### config.mk
export PLATFORM = sky130hd
export DESIGN_NAME = cscan_disk_seek_scheduler_unit
export DESIGN_NICKNAME = d
export VERILOG_FILES = /design/src/hw/rtl/csds_pkg.sv /design/src/hw/rtl/cscan_disk_seek_scheduler_unit.sv /design/src/hw/rtl/csds_cfg.sv /design/src/hw/rtl/csds_ctrl.sv /design/src/hw/rtl/csds_dpath.sv
export SDC_FILE = /design/constraint.sdc
export NUM_CORES = 1
export LEC_CHECK = 0
export ABC_AREA = 0
export BUFFER_PORTS_ARGS = -buffer_cell sky130_fd_sc_hd__clkbuf_2
export CAP_MARGIN = 20
export CORE_MARGIN = 5
export CORE_UTILIZATION = 60
export DETAILED_ROUTE_END_ITERATION = 10
export GPL_TIMING_DRIVEN = 1
export PLACE_DENSITY = 0.85
export SYNTH_ARGS = -nofsm -noshare
export SYNTH_HDL_FRONTEND = slang
export SYNTH_HIERARCHICAL = 1
export SYNTH_SLANG_ARGS = --single-unit
### constraint.sdc
create_clock -name clk -period 10 [get_ports clk]
set_input_delay 0.5 -clock clk [delete_from_list [all_inputs] [get_ports clk]]
set_output_delay 0.5 -clock clk [all_outputs]
set_load 0.01 [all_outputs]
### src/hw/rtl/csds_pkg.sv
// ============================================================================
// csds_pkg: shared definitions for the C-SCAN seek scheduler
// Sizes, register map, and the command and status words that run between
// the controller and the datapath.
// ============================================================================
package csds_pkg;

  // Storage sizing. The store holds up to MAX_REQUESTS requests of a batch plus the head.
  localparam int MAX_REQUESTS = 16;
  localparam int STORE_DEPTH  = MAX_REQUESTS + 1;
  localparam int IDX_W        = $clog2(STORE_DEPTH);
  localparam int CNT_W        = $clog2(STORE_DEPTH + 1);

  // Field widths.
  localparam int CYL_W  = 16;
  localparam int DISK_W = 17;
  localparam int SUM_W  = 18;

  // Configuration port.
  localparam int PADDR_W = 3;
  localparam int PDATA_W = 32;
  localparam logic REG_DISK_CYL   = 1'b0;
  localparam logic REG_HEAD_START = 1'b1;
  localparam logic [DISK_W-1:0] DISK_CYL_RESET = 17'd200;

  // Source of the cylinder placed in the output word.
  typedef enum logic [1:0] {
    SEL_ENTRY,
    SEL_TOP,
    SEL_ZERO
  } emit_sel_t;

  // Commands from the controller to the datapath.
  typedef struct packed {
    logic      ins_req;      // insert the input request into the sorted store
    logic      ins_head;     // insert the head position into the sorted store
    logic      clr_idx;      // walk index back to zero
    logic      inc_idx;      // advance the walk index
    logic      latch_below;  // capture the walk index as the head position
    logic      start_burst;  // restart seek tracking at the head
    logic      emit;         // load the output word
    emit_sel_t sel;          // cylinder source for the output word
    logic      last;         // final visit of the burst
    logic      clr_count;    // batch finished
  } ctrl_cmd_t;

  // Status from the datapath to the controller.
  typedef struct packed {
    logic full;            // no room left for requests
    logic idx_lt_n;        // walk index is on a stored entry
    logic entry_lt_head;   // entry at the walk index lies below the head
    logic idx_last_n;      // walk index is on the top stored entry
    logic idx_last_below;  // walk index is on the last entry below the head
    logic below_zero;      // no entry lies below the head
    logic out_free;        // output word can be loaded this cycle
  } dp_status_t;

endpackage

### src/hw/rtl/cscan_disk_seek_scheduler_unit.sv
// ============================================================================
// cscan_disk_seek_scheduler_unit: C-SCAN disk seek scheduler
// Collects a batch of cylinder requests and emits their C-SCAN visit order
// with the running seek distance.
// ============================================================================
// Requests are taken one word per cycle while loading, and kept in a sorted
// store of up to MAX_REQUESTS entries; further requests in the same batch are
// dropped, but a dropped final request still closes the batch. After the final
// request the block inserts the head position and then walks the sorted store
// one entry per cycle to find where the head sits. It then emits n+2 result
// words (n = stored requests + 1), one per cycle while the output side takes
// them: the upward sweep from the head, the top cylinder, cylinder 0 (the
// return counts as a full seek), then the entries below the head. No request
// is accepted from the final request until the last visit is loaded into
// the output register. Disk size and head start are written through the
// APB port at byte addresses 0 and 4; they must be written only while the
// block is idle, and the block itself does not enforce this.
module cscan_disk_seek_scheduler_unit
  import csds_pkg::*;
(
  input  logic               clk,
  input  logic               rst_n,
  input  logic               in_valid,
  output logic               in_ready,
  input  logic [CYL_W-1:0]   in_request_cylinder,
  input  logic               in_final_request,
  output logic               out_valid,
  input  logic               out_ready,
  output logic [CYL_W-1:0]   out_visit_cylinder,
  output logic [SUM_W-1:0]   out_seek_total,
  output logic               out_last_visit,
  input  logic               psel,
  input  logic               penable,
  input  logic               pwrite,
  input  logic [PADDR_W-1:0] paddr,
  input  logic [PDATA_W-1:0] pwdata,
  output logic [PDATA_W-1:0] prdata,
  output logic               pready
);

  ctrl_cmd_t         cmd;
  dp_status_t        sts;
  logic [DISK_W-1:0] disk_cylinders;
  logic [CYL_W-1:0]  head_start;

  // Configuration registers.
  csds_cfg u_cfg (
    .clk            (clk),
    .rst_n          (rst_n),
    .psel           (psel),
    .penable        (penable),
    .pwrite         (pwrite),
    .paddr          (paddr),
    .pwdata         (pwdata),
    .prdata         (prdata),
    .pready         (pready),
    .disk_cylinders (disk_cylinders),
    .head_start     (head_start)
  );

  // Sequencer.
  csds_ctrl u_ctrl (
    .clk              (clk),
    .rst_n            (rst_n),
    .in_valid         (in_valid),
    .in_final_request (in_final_request),
    .in_ready         (in_ready),
    .sts              (sts),
    .cmd              (cmd)
  );

  // Store, accumulator and output word.
  csds_dpath u_dpath (
    .clk                 (clk),
    .rst_n               (rst_n),
    .cmd                 (cmd),
    .sts                 (sts),
    .in_request_cylinder (in_request_cylinder),
    .disk_cylinders      (disk_cylinders),
    .head_start          (head_start),
    .out_ready           (out_ready),
    .out_valid           (out_valid),
    .out_visit_cylinder  (out_visit_cylinder),
    .out_seek_total      (out_seek_total),
    .out_last_visit      (out_last_visit)
  );

endmodule

### src/hw/rtl/csds_cfg.sv
// ============================================================================
// csds_cfg: configuration registers
// APB-style register file holding the disk size and the starting head.
// ============================================================================
module csds_cfg
  import csds_pkg::*;
(
  input  logic                clk,
  input  logic                rst_n,
  input  logic                psel,
  input  logic                penable,
  input  logic                pwrite,
  input  logic [PADDR_W-1:0]  paddr,
  input  logic [PDATA_W-1:0]  pwdata,
  output logic [PDATA_W-1:0]  prdata,
  output logic                pready,
  output logic [DISK_W-1:0]   disk_cylinders,
  output logic [CYL_W-1:0]    head_start
);

  logic [DISK_W-1:0] disk_cyl_r;
  logic [CYL_W-1:0]  head_start_r;
  logic              wr_en;
  logic              reg_sel;

  assign pready  = 1'b1;
  assign wr_en   = psel && penable && pwrite;
  // Registers sit on word boundaries; bit 2 picks the word.
  assign reg_sel = paddr[2];

  // Register writes.
  always_ff @(posedge clk) begin
    if (!rst_n) begin
      disk_cyl_r   <= DISK_CYL_RESET;
      head_start_r <= '0;
    end else if (wr_en) begin
      unique case (reg_sel)
        REG_DISK_CYL:   disk_cyl_r   <= pwdata[DISK_W-1:0];
        REG_HEAD_START: head_start_r <= pwdata[CYL_W-1:0];
        default: ;
      endcase
    end
  end

  // Read mux.
  always_comb begin
    unique case (reg_sel)
      REG_DISK_CYL:   prdata = PDATA_W'(disk_cyl_r);
      REG_HEAD_START: prdata = PDATA_W'(head_start_r);
      default:        prdata = '0;
    endcase
  end

  assign disk_cylinders = disk_cyl_r;
  assign head_start     = head_start_r;

endmodule

### src/hw/rtl/csds_ctrl.sv
// ============================================================================
// csds_ctrl: scheduler controller
// Sequences loading, head insertion, the head search and the visit burst.
// ============================================================================
module csds_ctrl
  import csds_pkg::*;
(
  input  logic       clk,
  input  logic       rst_n,
  input  logic       in_valid,
  input  logic       in_final_request,
  output logic       in_ready,
  input  dp_status_t sts,
  output ctrl_cmd_t  cmd
);

  typedef enum logic [2:0] {
    S_LOAD,
    S_HEAD,
    S_SCAN,
    S_UP,
    S_TOP,
    S_ZERO,
    S_LOW
  } state_t;

  state_t state_r;
  state_t state_nxt;
  logic   in_acc;

  assign in_ready = (state_r == S_LOAD);
  assign in_acc   = in_valid && in_ready;

  // Next state and datapath commands.
  always_comb begin
    state_nxt = state_r;
    cmd       = '0;
    cmd.sel   = SEL_ENTRY;
    unique case (state_r)
      S_LOAD: begin
        if (in_acc) begin
          cmd.ins_req = !sts.full;
          if (in_final_request) begin
            state_nxt = S_HEAD;
          end
        end
      end
      S_HEAD: begin
        cmd.ins_head = 1'b1;
        cmd.clr_idx  = 1'b1;
        state_nxt    = S_SCAN;
      end
      S_SCAN: begin
        // Step over every entry below the head.
        if (sts.idx_lt_n && sts.entry_lt_head) begin
          cmd.inc_idx = 1'b1;
        end else begin
          cmd.latch_below = 1'b1;
          cmd.start_burst = 1'b1;
          state_nxt       = S_UP;
        end
      end
      S_UP: begin
        if (sts.out_free) begin
          cmd.emit    = 1'b1;
          cmd.inc_idx = 1'b1;
          if (sts.idx_last_n) begin
            state_nxt = S_TOP;
          end
        end
      end
      S_TOP: begin
        if (sts.out_free) begin
          cmd.emit  = 1'b1;
          cmd.sel   = SEL_TOP;
          state_nxt = S_ZERO;
        end
      end
      S_ZERO: begin
        if (sts.out_free) begin
          cmd.emit    = 1'b1;
          cmd.sel     = SEL_ZERO;
          cmd.last    = sts.below_zero;
          cmd.clr_idx = 1'b1;
          if (sts.below_zero) begin
            cmd.clr_count = 1'b1;
            state_nxt     = S_LOAD;
          end else begin
            state_nxt = S_LOW;
          end
        end
      end
      S_LOW: begin
        if (sts.out_free) begin
          cmd.emit    = 1'b1;
          cmd.last    = sts.idx_last_below;
          cmd.inc_idx = 1'b1;
          if (sts.idx_last_below) begin
            cmd.clr_count = 1'b1;
            state_nxt     = S_LOAD;
          end
        end
      end
      default: state_nxt = S_LOAD;
    endcase
  end

  // State register.
  always_ff @(posedge clk) begin
    if (!rst_n) begin
      state_r <= S_LOAD;
    end else begin
      state_r <= state_nxt;
    end
  end

endmodule

### src/hw/rtl/csds_dpath.sv
// ============================================================================
// csds_dpath: scheduler datapath
// Sorted request store, walk index, seek accumulator and output word.
// ============================================================================
module csds_dpath
  import csds_pkg::*;
(
  input  logic              clk,
  input  logic              rst_n,
  input  ctrl_cmd_t         cmd,
  output dp_status_t        sts,
  input  logic [CYL_W-1:0]  in_request_cylinder,
  input  logic [DISK_W-1:0] disk_cylinders,
  input  logic [CYL_W-1:0]  head_start,
  input  logic              out_ready,
  output logic              out_valid,
  output logic [CYL_W-1:0]  out_visit_cylinder,
  output logic [SUM_W-1:0]  out_seek_total,
  output logic              out_last_visit
);

  logic [CYL_W-1:0]  store_r   [STORE_DEPTH];
  logic [CYL_W-1:0]  store_nxt [STORE_DEPTH];
  logic [STORE_DEPTH-1:0] ins_pos;
  logic [CYL_W-1:0]  ins_val;
  logic [CNT_W-1:0]  count_r;
  logic [CNT_W-1:0]  idx_r;
  logic [CNT_W-1:0]  below_r;
  logic [CYL_W-1:0]  cur_r;
  logic [SUM_W-1:0]  sum_r;
  logic [SUM_W-1:0]  sum_nxt;
  logic              out_valid_r;
  logic [CYL_W-1:0]  out_cyl_r;
  logic [SUM_W-1:0]  out_sum_r;
  logic              out_last_r;
  logic [CYL_W-1:0]  rd_val;
  logic [CYL_W-1:0]  top_cyl;
  logic [DISK_W-1:0] disk_m1;
  logic [CYL_W-1:0]  emit_cyl;
  logic [CYL_W-1:0]  gap;

  // Insertion into the sorted store: entries above the new value move up.
  assign ins_val = cmd.ins_head ? head_start : in_request_cylinder;

  always_comb begin
    for (int k = 0; k < STORE_DEPTH; k++) begin
      ins_pos[k] = ((CNT_W'(k) < count_r) && (store_r[k] > ins_val)) ||
                   (CNT_W'(k) == count_r);
    end
    for (int k = 0; k < STORE_DEPTH; k++) begin
      if (k > 0 && ins_pos[(k > 0) ? k - 1 : 0]) begin
        store_nxt[k] = store_r[(k > 0) ? k - 1 : 0];
      end else if (ins_pos[k]) begin
        store_nxt[k] = ins_val;
      end else begin
        store_nxt[k] = store_r[k];
      end
    end
  end

  always_ff @(posedge clk) begin
    if (cmd.ins_req || cmd.ins_head) begin
      for (int k = 0; k < STORE_DEPTH; k++) begin
        store_r[k] <= store_nxt[k];
      end
    end
  end

  // Entry under the walk index.
  assign rd_val = store_r[idx_r[IDX_W-1:0]];

  // Top cylinder: a zero disk size counts as one, a large one saturates.
  assign disk_m1 = disk_cylinders - DISK_W'(1);
  always_comb begin
    if (disk_cylinders == '0) begin
      top_cyl = '0;
    end else if (disk_m1[DISK_W-1]) begin
      top_cyl = '1;
    end else begin
      top_cyl = disk_m1[CYL_W-1:0];
    end
  end

  // Cylinder of the next visit and the seek it costs.
  always_comb begin
    unique case (cmd.sel)
      SEL_ENTRY: emit_cyl = rd_val;
      SEL_TOP:   emit_cyl = top_cyl;
      SEL_ZERO:  emit_cyl = '0;
      default:   emit_cyl = '0;
    endcase
  end

  assign gap     = (emit_cyl >= cur_r) ? (emit_cyl - cur_r) : (cur_r - emit_cyl);
  assign sum_nxt = sum_r + SUM_W'(gap);

  // Control counters and seek tracking.
  always_ff @(posedge clk) begin
    if (!rst_n) begin
      count_r     <= '0;
      idx_r       <= '0;
      below_r     <= '0;
      cur_r       <= '0;
      sum_r       <= '0;
      out_valid_r <= 1'b0;
    end else begin
      if (cmd.clr_count) begin
        count_r <= '0;
      end else if (cmd.ins_req || cmd.ins_head) begin
        count_r <= count_r + CNT_W'(1);
      end
      if (cmd.clr_idx) begin
        idx_r <= '0;
      end else if (cmd.inc_idx) begin
        idx_r <= idx_r + CNT_W'(1);
      end
      if (cmd.latch_below) begin
        below_r <= idx_r;
      end
      if (cmd.start_burst) begin
        cur_r <= head_start;
        sum_r <= '0;
      end else if (cmd.emit) begin
        cur_r <= emit_cyl;
        sum_r <= sum_nxt;
      end
      if (cmd.emit) begin
        out_valid_r <= 1'b1;
      end else if (out_ready) begin
        out_valid_r <= 1'b0;
      end
    end
  end

  // Output word payload.
  always_ff @(posedge clk) begin
    if (cmd.emit) begin
      out_cyl_r  <= emit_cyl;
      out_sum_r  <= sum_nxt;
      out_last_r <= cmd.last;
    end
  end

  assign out_valid          = out_valid_r;
  assign out_visit_cylinder = out_cyl_r;
  assign out_seek_total     = out_sum_r;
  assign out_last_visit     = out_last_r;

  // Status to the controller.
  always_comb begin
    sts                = '0;
    sts.full           = (count_r == CNT_W'(MAX_REQUESTS));
    sts.idx_lt_n       = (idx_r < count_r);
    sts.entry_lt_head  = (rd_val < head_start);
    sts.idx_last_n     = ((idx_r + CNT_W'(1)) == count_r);
    sts.idx_last_below = ((idx_r + CNT_W'(1)) == below_r);
    sts.below_zero     = (below_r == '0);
    sts.out_free       = !out_valid_r || out_ready;
  end

  // The store never holds more than MAX_REQUESTS requests plus the head.
  a_count_bound: assert property (@(posedge clk) disable iff (!rst_n)
    count_r <= CNT_W'(STORE_DEPTH))
    else $error("request count beyond store depth");

  // A visited entry always lies inside the filled part of the store.
  a_entry_in_range: assert property (@(posedge clk) disable iff (!rst_n)
    (cmd.emit && cmd.sel == SEL_ENTRY) |-> (idx_r < count_r))
    else $error("visit reads an unfilled store entry");

  // A waiting output word is never overwritten.
  a_no_overwrite: assert property (@(posedge clk) disable iff (!rst_n)
    cmd.emit |-> (!out_valid_r || out_ready))
    else $error("output word overwritten before it was taken");

  // No insertion while a burst is being emitted.
  a_no_insert_in_burst: assert property (@(posedge clk) disable iff (!rst_n)
    cmd.emit |-> !(cmd.ins_req || cmd.ins_head))
    else $error("store changed during a visit burst");

endmodule
# ---- Word level (Yosys, flattened, before mapping)
# Memory sizes are Yosys's and may differ from the RTL's. A register that Yosys moved wholly into a read port is not among the register bits.
# Index checks and enable logic that the tools add are counted.
# W data, S select, Z words.
dict set report classes {
  add_sub_neg 6
  n_mul 0
  div_mod_pow 0
  magnitude_cmp 37
  eq_ne 35
  shifts 0
  mux 75
  bitwise 2
  n_reduce_logical 56
}
# cell n
set ops {}
lappend ops {{$mux W16} 39}
lappend ops {{$gt A16 B16 Y1} 17}
lappend ops {{$pmux W32 S2} 1}
lappend ops {{$eq A4 B5 Y1 const A} 8}
lappend ops {{$lt A4 B5 Y1 const A} 8}
lappend ops {{$mux W3} 11}
lappend ops {{$pmux W16 S2} 1}
lappend ops {{$sub A16 B16 Y16} 2}
lappend ops {{$logic_and A1 B1 Y1} 21}
lappend ops {{$pmux W3 S7} 1}
lappend ops {{$eq A3 B5 Y1 const A} 4}
lappend ops {{$lt A3 B5 Y1 const A} 4}
lappend ops {{$logic_or A1 B1 Y1} 19}
lappend ops {{$add A18 B16 Y18} 1}
lappend ops {{$logic_not A17 Y1} 1}
lappend ops {{$sub A17 B1 Y17 const B} 1}
lappend ops {{$ge A16 B16 Y1} 1}
lappend ops {{$lt A16 B16 Y1} 1}
lappend ops {{$ne A2 B2 Y1 const B} 8}
lappend ops {{$mux W5} 3}
lappend ops {{$mux W1} 11}
lappend ops {{$add A5 B1 Y5 const B} 2}
lappend ops {{$eq A2 B5 Y1 const A} 2}
lappend ops {{$eq A5 B5 Y1} 2}
lappend ops {{other kinds (25)} 42}
dict set report word_totals {
  register_bits 121
  latch_bits 0
  ram_bits 272
  rom_bits 0
  input_bits 59
  out_inout_bits 70
  word_cells 224
  n_memories 1
}
# name words width rd rd_ports_with_merged_regs wr line_no
set memory_table {}
lappend memory_table {u_dpath.store_r 17 16 18 1 17 csds_dpath.sv:22} ;# logic [CYL_W-1:0] store_r [STORE_DEPTH];

# ---- Depth between registers and ports, before layout
dict set report logic_depth {
  depth_word 9
  depth_mapped 32
  mapped_depth_nobuf 31
}

# ---- Hierarchy
# Netlist, hierarchy kept.
# module instances cells_per_inst area_each_um2 seq_area_each_um2
set by_module_without_submodules {}
lappend by_module_without_submodules {csds_dpath 1 2315 26329.0 10319.9}
lappend by_module_without_submodules {csds_cfg 1 167 1626.6 660.6}
lappend by_module_without_submodules {csds_ctrl 1 53 365.4 60.1}

# ---- Worst setup path before layout
# No wires, ideal clock.
dict set report synth_path {
  path_type {reg2reg}
  start {reg with a tool-made name}
  end {reg u_dpath.out_sum_r[17], in the netlist u_dpath/out_seek_total[17] (data pin)}
  setup_ns 0.259
  arrival_time_ns 6.088
  required_ns 9.741
  path_slack_ns 3.653
  path_stages_with_launch 30
  cell_sequence {dfxtp_1 -> clkbuf_1 -> clkbuf_1 -> mux4_2 -> mux4_2 -> mux2_2 -> a21oi_1 -> inv_1 -> ha_1 -> nand3_1 -> nor2_1 -> o311ai_1 -> a21o_2 -> a21oi_2 -> buf_2 -> nand2_1 -> o21ai_0 -> o221ai_1 -> a21oi_1 -> xnor2_1 -> ha_1 -> o21a_1 -> o21ai_0 -> nand2b_1 -> a41o_1 -> a21oi_1 -> o21ai_0 -> and2_1 -> o21ai_0 -> xnor2_1}
}
# element line_no
set synth_lines {}
lappend synth_lines {{end signal, assigned} csds_dpath.sv:139} ;# out_sum_r <= sum_nxt;
lappend synth_lines {{end, declared} csds_dpath.sv:34} ;# logic [SUM_W-1:0] out_sum_r;

==> flow_metrics.py <==
metrics = {
    "status": {
        "status": "finished, final reports clean",
    },
    "clock_network": {
        "path_clk_slew_ns": 0.06,
        "root_buffer": "clkbuf_16",
        "cts_made_buffers": 44,
        "cts_tree": "built",
        "clock_path_buffers": 3,
        "clkSinkCount": 398,
        "htreeDepth": 2,
        "hold_buffers": 0,
        "clock_latency_ns": 0.59,
        "cts.repair.resized": 0,
        "cts_setup_buffers": 0,
    },
    "pwr": {
        "switchingPower_mw": 3.38,
        "sw_frac_of_total_pct": 41.2,
        "power_density_nw_per_um2": 266,
        "seqPwrFrac_pct": 29.0,
        "power_frac_clock_pct": 20.8,
        "ir_drop_mv": 0.137,
        "internal_power_mw": 4.83,
        "combPwrFrac_pct": 50.2,
        "p_leak_nw": 12.3,
    },
    "final_layout": {
        "fill_cells": 3427,
        "register_area_sq_um": 11000,
        "nets": 3022,
        "final_common_cell": "ha_1",
        "drive_gt1_share_pct": 20.9,
        "area_growth_pct": 9.04,
        "multi_input_area_sq_um": 16300,
        "layout.cells.non_filler": 3259,
        "layout_common_cells": "ha_1 (345), edfxtp_1 (307), mux2_2 (235), a21oi_1 (179), nand2_1 (175)",
    },
    "route": {
        "drtPass1Iterations": 6,
        "wl_per_cell_um": 26.8,
        "vias": 22314,
        "ant_nets": 0,
        "wl_um": 87500,
        "drt_iter0_drc": 2845,
        "post-route-drc-count": 0,
        "drt-vias-per-instance": 6.85,
    },
    "setup_path": {
        "end_kind": "flop",
        "worst_ep_required_time_ns": 10.43,
        "cp-endpoint": "u_dpath/sum_r[17]",
        "critPathArrivalTime_ns": 8.42,
        "timing.rr.end": "u_dpath/sum_r[17]",
        "regToRegSetupSlack_ns": 2.02,
        "r2r_cells": 26,
        "critical_path_peak_fanout": 41,
        "cp-start-kind": "flop",
        "path_class": "flop to flop",
    },
    "sta": {
        "rsz0062_at_grt": "false",
        "relSlewSlack_pct": 19.9,
        "setup_viol": 0,
        "slew_violations": 0,
        "worst_pin_slew_ns": 1.20,
        "fmax_mhz": 125,
        "min_period_ns": 7.98,
        "hold_viol_final": 0,
        "holdWs_ns": 0.151,
        "fin_setup_tns_ns": 0,
        "setup_slack_ns": 2.02,
        "period_share_pct": 79.8,
        "skew_ns": 0.0219,
    },
    "die": {
        "dieArea_sq_um": 51600,
        "core_area_sq_um": 46700,
        "die_y_um": 227,
        "rows": 79,
        "start_util_pct": 60.7,
        "die_w_um": 227,
        "ios": 129,
    },
    "flow_run": {
        "cap_violations": 0,
    },
    "synth": {
        "synthCells": 2535,
        "synthArstFlopShare_pct": 0,
        "synth_seq_area_share_pct": 39.0,
        "syn_area_sq_um": 28300,
        "yosys_most_used_dff": "edfxtp_1",
        "avgSynthCellArea_sq_um": 11.2,
        "synth_seq_cells": 398,
        "synth-edff-count": 307,
        "ys_warn_count": 6,
        "synth_cell_types": 81,
    },
    "global_routing": {
        "antenna_found_initial": 4,
        "track_usage_pct": 33.2,
        "grt_max_degree": 82,
        "grt_overflow": 0,
        "grt_pass1_wl_um": 130000,
        "grt_pass1_vias": 22017,
    },
    "placement": {
        "preCtsSetupSlack_ns": 2.10,
        "port_buffers": 95,
        "place_congestion": 1.01,
        "dpl.cell_count": 3175,
        "hpwlAfterDp_um": 63000,
    },
    "worst_hold_path": {
        "hp-class": "input pin to flop",
    },
}
## layer usage
| metal | vias to the layer above | global-route usage (%) | share of wire, % |
|---|---|---|---|
| li1 | 9701 | - | - |
| met1 | 10766 | 42.0 | 36 |
| met2 | 1514 | 52.1 | 45 |
| met3 | 327 | 8.59 | 12 |
| met4 | 6 | 19.0 | 6.7 |
| met5 | - | 0 | 0.046 |
## kinds of logic (layout without fill, tap and decap cells)
family | Yosys count | in the layout | share of synthesized area (%)
AO/OA/AOI/OAI | 506 | 506 | 11.0
XOR/XNOR | 65 | 65 | 2.01
adder cells (fa/ha/maj) | 348 | 348 | 15.5
buffers and inverters | 239 | 339 | 3.83
flip-flops | 398 | 398 | 39.0
multiplexers | 393 | 393 | 18.6
other | 2 | 19 | 0.0265
AND/OR/NAND/NOR | 584 | 584 | 10.1
## worst max-delay path, stage by stage (launching register included)
cell and delay [ns]:
dfxtp_4 0.88, mux4_2 0.70, mux4_2 0.53, mux2_2 0.33
a21oi_1 0.51, inv_1 0.13, ha_1 0.34, nand3_1 0.11
nor2_1 0.17, o311ai_1 0.11, a21o_2 0.27, a21oi_2 0.69
o21ai_0 0.28, o221ai_1 0.24, a21oi_1 0.12, xnor2_1 0.26
ha_1 0.33, o21a_1 0.20, o21ai_0 0.14, nand2b_1 0.10
a41o_1 0.29, a21oi_1 0.25, o21ai_0 0.16, and2_1 0.20
o211ai_1 0.18, xor2_1 0.16, nor2_1 0.05
## per-stage QoR
stage	power [mW]	utilization, %	cell area [sq um]
floorplan	5.22	-	28400
global placement	6.20	62.9	29400
detailed placement	6.38	63.0	29400
CTS	8.10	66.2	30900
global route	8.64	66.2	30900
finish	8.21	66.2	30900
## registers in the layout, indices dropped and copies added (netlist names), 16 cells and up, named ones only
| signal | flops |
|---|---|
| u_dpath/out_seek_total | 18 |
| u_dpath/store_r | 272 |
| u_dpath/cur_r | 16 |
| u_cfg/head_start | 16 |
| u_dpath/sum_r | 18 |
| u_dpath/out_visit_cylinder | 16 |
| u_cfg/disk_cylinders | 17 |
## synthesized netlist by cell type, types with 8 or more instances
cell type	instances	area [sq um]
o21a_1	22	165
xnor2_1	43	377
nand3_1	26	130
nor2_1	136	510
a211oi_1	15	113
nor4_1	8	50.1
nand4_1	61	382
and3_1	8	50.1
buf_4	23	173
and2_1	17	106
mux2i_1	73	731
inv_1	107	402
nand2b_1	30	188
buf_6	8	90.1
buf_1	9	33.8
a21o_1	75	563
nor2b_1	67	419
mux4_2	73	1640
o21ai_1	13	65.1
xor2_1	22	193
o21ai_0	119	596
o211ai_1	15	113
buf_2	19	95.1
clkbuf_1	69	259
nor3_1	28	140
nand2_1	175	657
mux2_2	235	2650
ha_1	345	4320
a21oi_1	179	896
dfxtp_1	91	1820
edfxtp_1	307	9220
## layout make-up
| cell class | instances | area share (%) |
|---|---|---|
| clock buffers | 62 | 4.26 |
| repair buffers | 149 | 2.88 |
| flip-flops and latches | 398 | 35.8 |
| inverters | 110 | 1.34 |
| clock inverters | 18 | 0.559 |
| well taps | 607 | 2.46 |
| multi-input cells | 1912 | 52.7 |
| diodes | 3 | 0.0243 |
## power groups by stage
| stage | registers [mW] | clock network [mW] | logic (mW) |
|---|---|---|---|
| after floorplan | 2.31 | 0 | 2.91 |
| after global placement | 2.39 | 0 | 3.81 |
| after detailed placement | 2.40 | 0 | 3.98 |
| after CTS | 2.37 | 1.71 | 4.01 |
| after global routing | 2.39 | 1.79 | 4.46 |
| final | 2.38 | 1.71 | 4.12 |
## worst min-delay path by stage
stage,from,to,slack (ns),cells past startpoint
global placement,u_dpath/sum_r[3],u_dpath/sum_r[3],0.48,2
finish,pwdata[16],u_cfg/disk_cylinders[16],0.15,3
detailed placement,u_dpath/sum_r[2],u_dpath/sum_r[2],0.49,2
floorplan,u_cfg/disk_cylinders[8],u_cfg/disk_cylinders[8],0.46,2
global route,pwdata[3],u_cfg/head_start[3],0.17,3
CTS,pwdata[16],u_cfg/disk_cylinders[16],0.13,3
Power figures use the tool's default switching activity.
